$ cat config.mk
export PLATFORM = sky130hd
export DESIGN_NAME = hbdec_ram
export DESIGN_NICKNAME = d
export VERILOG_FILES = /design/src/design/hbdec_ram.sv
export SDC_FILE = /design/constraint.sdc
export NUM_CORES = 2
export LEC_CHECK = 0
export ABC_AREA = 1
export BUFFER_PORTS_ARGS = -buffer_cell sky130_fd_sc_hd__buf_2
export CELL_PAD_IN_SITES_DETAIL_PLACEMENT = 1
export CELL_PAD_IN_SITES_GLOBAL_PLACEMENT = 1
export CORE_UTILIZATION = 37
export DETAILED_ROUTE_END_ITERATION = 10
export MAX_ROUTING_LAYER = met4
export PLACE_DENSITY_LB_ADDON = 0.1
export SLEW_MARGIN = 20
export SYNTH_ARGS = -nofsm -noshare
export SYNTH_HDL_FRONTEND = slang
export SYNTH_SLANG_ARGS = --single-unit
$ cat constraint.sdc
create_clock -name i_clk -period 4.24 [get_ports i_clk]
set_input_delay 0.636 -clock i_clk [delete_from_list [all_inputs] [get_ports i_clk]]
set_output_delay 0.636 -clock i_clk [all_outputs]
set_load 0.05 [all_outputs]
$ cat src/design/hbdec_ram.sv
// Generic simple dual-read RAM: one write port, two registered read ports.
// Stand-alone; no package needed.
module hbdec_ram #(
    parameter int WIDTH = 48,
    parameter int DEPTH = 32,
    localparam int AW   = $clog2(DEPTH)
) (
    input  logic             i_clk,
    input  logic             i_we,
    input  logic [AW-1:0]    i_waddr,
    input  logic [WIDTH-1:0] i_wdata,
    input  logic [AW-1:0]    i_raddr0,
    input  logic [AW-1:0]    i_raddr1,
    output logic [WIDTH-1:0] o_rdata0,
    output logic [WIDTH-1:0] o_rdata1
);

    logic [WIDTH-1:0] r_mem [DEPTH];
    logic [WIDTH-1:0] r_rd0;
    logic [WIDTH-1:0] r_rd1;

    always_ff @(posedge i_clk) begin
        if (i_we) begin
            r_mem[i_waddr] <= i_wdata;
        end
        r_rd0 <= r_mem[i_raddr0];
        r_rd1 <= r_mem[i_raddr1];
    end

    assign o_rdata0 = r_rd0;
    assign o_rdata1 = r_rd1;

endmodule

==> summary.md <==
| Metric | Value |
|---|---|
| Crit path time final | `2.57 ns` |
| Via Count | `68688` |
| Setup TNS | `0 ns` |
| Met1 Usage GRT | `a little over two fifths` |
| Die area | `around 220000 um^2` |
| Area of the multi-input gates | `28200 um^2` |
| WP buf/inv | `1` |
| Tcrit/Tclk final | `60.5%` |
| Clock Path Buffers | `3` |
| Layout cell share with drive strength beyond 1 | `7.46%` |
| CP cell instances | `buf_2` |
| Worst EP required | `3.60 ns` |
| Largest net degree at the start of global routing | `156` |
| # Post-CTS Setup Buffers | `0` |
| Flops & latches, synth | `1632` |
| CTS root buf | `clkbuf_16` |
| Vias per cell | `5.78` |
| Pwr/cell area | `approximately 440 nW/um^2` |
| Final net count | `8934` |
| Design internal power | `28.4 mW` |
| Worst-Skew Late Latency | `0.85 ns` |
| Dpl hpwl | `191000 um` |
| 1st-pass router iterations | `5` |
| Core area | `215000 um^2` |
| Worst min path class | `in -> reg` |
| Die Ht | `467 um` |
| Met2 usage | `about half` |
| Hold_buf cts | `0` |
| Final hold viol count | `0` |
| CTS buffer count | `188` |
| Number of library cell types mapped by synthesis | `17` |
| Post-Syn Instances | `8973` |
| Port bufs | `160` |
| Peak supply drop | `~0.00046 V` |
| Placed cells | `~12000` |
| Sequential power share | `46.7%` |
| Most frequent cell after synthesis | `nand2_1` |
| Vias in the first global route | `between 70000 and 80000` |
| CP arrival | `1.93 ns` |
| WL per Instance | `28.8 um` |
| Net Sw Frac | `27.0%` |
| Combinational share of power | `11.4%` |
| WHS | `approximately 0.22 ns` |
| Horiz. Die Dim | `467 um` |
| Fillers | `24437` |
| Worst slack at placement | `1.09 ns` |
| Max_cap viols | `0` |
| Setup slack after layout | `1.67 ns` |
| Largest cells by area after synthesis | `edfxtp_1 58%, nand2_1 20%, nand3_1 14%` |
| RSZ-0062 raised after global routing | `no` |
| Clock skew | `0.0239 ns` |
| Area Overhead vs Synth | `11.9%` |
| Crit path kind | `reg -> out` |
| Switching power | `roughly 11 mW` |
| CP endpoint kind | `primary output` |
| Clk pwr share | `42.0%` |
| FF/Latch Area | `48000 um^2` |
| Worst path slowest cell | `dfxtp_1` |
| CTS tree | `done` |
| Top FF cell, synth | `edfxtp_1` |
| Worst-margin pin slew | `1.06 ns` |
| Post-route DRC | `0` |
| Max stage delay on crit path | `0.69 ns` |
| Status | `finished clean` |
| Fin cells | `11883` |
| Crit-path max FO | `1` |
| DRT iter0 DRCs | `between 6000 and 7000` |
| GRT Residual Overflow | `0` |
| Mapped cell area | `80000 um^2` |
| Async set-reset flop share out of synthesis | `0%` |
| Warning count from the yosys run | `0` |
| Routability congestion estimate | `between 0.8 and 0.9` |
| Peak Freq | `0.390 GHz` |
| Synth top cells by count | `4320 x nand2_1, 2316 x nand3_1, 1536 x edfxtp_1` |
| First-pass GRT wire length | `between 400000 and 500000 um` |
| CTS resizes | `0` |
| Total power | `38.9 mW` |
| Total GRT Usage | `~32%` |
| Routed Antenna Nets | `0` |
| Synth Area per Inst | `8.91 um^2` |
| Row cnt | `170` |
| Initial core utilization | `37.3%` |
| CTS Sinks | `1632` |
| Relative slew slack | `between 20% and 30%` |
| Number of synthesized flops with an enable pin | `1536` |
| Sequential area share after synthesis | `60.1%` |
| Boundary Pins | `161` |
| Syn_nets | `9038` |
| Met3 usage | `3.64%` |
| Post-Route WL | `between 300000 and 400000 um` |
| Fin. max-slew vios | `0` |
| GRT busiest layer | `met2` |
| Most area-hungry cell type in the Yosys netlist | `edfxtp_1` |
| Worst path top cell family by delay | `flip-flops` |
| Initial antenna violation count | `26` |
| H-tree depth | `4` |
| Worst setup SP type | `flip-flop` |
| CTS clk-pin slew, worst paths | `0.06 ns` |
| Final setup violation count | `0` |
| Leakage | `35.4 nW` |
| Synth top area share | `57.7%` |
-- registers in the layout, summed over array words and instances, names as in the netlist --
register and count:
o_rdata0 48, o_rdata1 48, r_mem 1536
-- power groups by stage --
| stage | Sequential [mW] | Combinational [mW] | Clock [mW] |
|---|---|---|---|
| finish | 18.2 | 4.43 | 16.3 |
| global route | 18.2 | 4.75 | 17.1 |
| CTS | 18.2 | 4.42 | 16.6 |
| detailed placement | 18.5 | 4.40 | 0 |
| global placement | 18.5 | 4.36 | 0 |
| floorplan | 18.8 | 2.27 | 0 |
-- routing by layer --
metal | vias up | wire [um]
met2 | 2260 | 161000
met4 | 0 | 11100
met5 | - | 0
met1 | 35641 | 152000
met3 | 593 | 18800
li1 | 30194 | -
-- placed cells by master, fill, tap and decap left out --
cell | netlist | layout
clkbuf_16 | 0 | 198
buf_12 | 2 | 84
bufinv_16 | 0 | 10
edfxtp_1 | 1536 | 1536
buf_8 | 3 | 6
clkinv_8 | 0 | 1
nor2_4 | 0 | 32
buf_4 | 142 | 122
inv_8 | 0 | 4
nand2_1 | 4320 | 4320
inv_1 | 9 | 5
nand3_1 | 2316 | 2316
inv_4 | 2 | 2
clkbuf_8 | 0 | 18
clkinv_2 | 0 | 35
inv_16 | 0 | 3
clkbuf_1 | 117 | 62
diode_2 | 0 | 14
buf_6 | 75 | 2
inv_6 | 0 | 4
dfxtp_1 | 96 | 96
clkinv_1 | 2 | 22
clkinvlp_4 | 0 | 3
buf_2 | 241 | 150
-- final cells by class --
type	instances	area share (%)
inverters	15	0.150
clock buffers	278	6.08
diodes	14	0.0392
flip-flops and latches	1632	53.7
multi-input cells	6668	31.5
well taps	2838	3.97
repair buffers	364	3.87
clock inverters	74	0.709
-- worst paths after layout --
check	startpoint	endpoint	cells past startpoint	slack, ns
setup reg to reg	r_mem[30][44]	o_rdata0[44]	8	2.66
hold / removal	i_raddr0[4]	o_rdata0[15]	3	0.22
hold reg to reg	r_mem[3][34]	o_rdata0[34]	8	0.78
setup / recovery	o_rdata0[46]	o_rdata0[46]	1	1.67
-- kinds of logic (layout without fill, tap and decap cells) --
logic type	after synthesis	after routing	share of synthesized area, %
AND/OR/NAND/NOR	6668	6668	34.9
flip-flops	1632	1632	60.1
buffers and inverters	673	731	5.00
other	0	14	0
-- metrics by stage --
stage	cell area [um^2]	utilization, %
3_5_place_dp	83400	38.8
3_3_place_gp	83400	38.8
4_1_cts	89400	41.7
6_report	89500	41.7
5_1_grt	89500	41.7
2_1_floorplan	80000	-
Note: power is estimated with default switching activity, not from simulation.
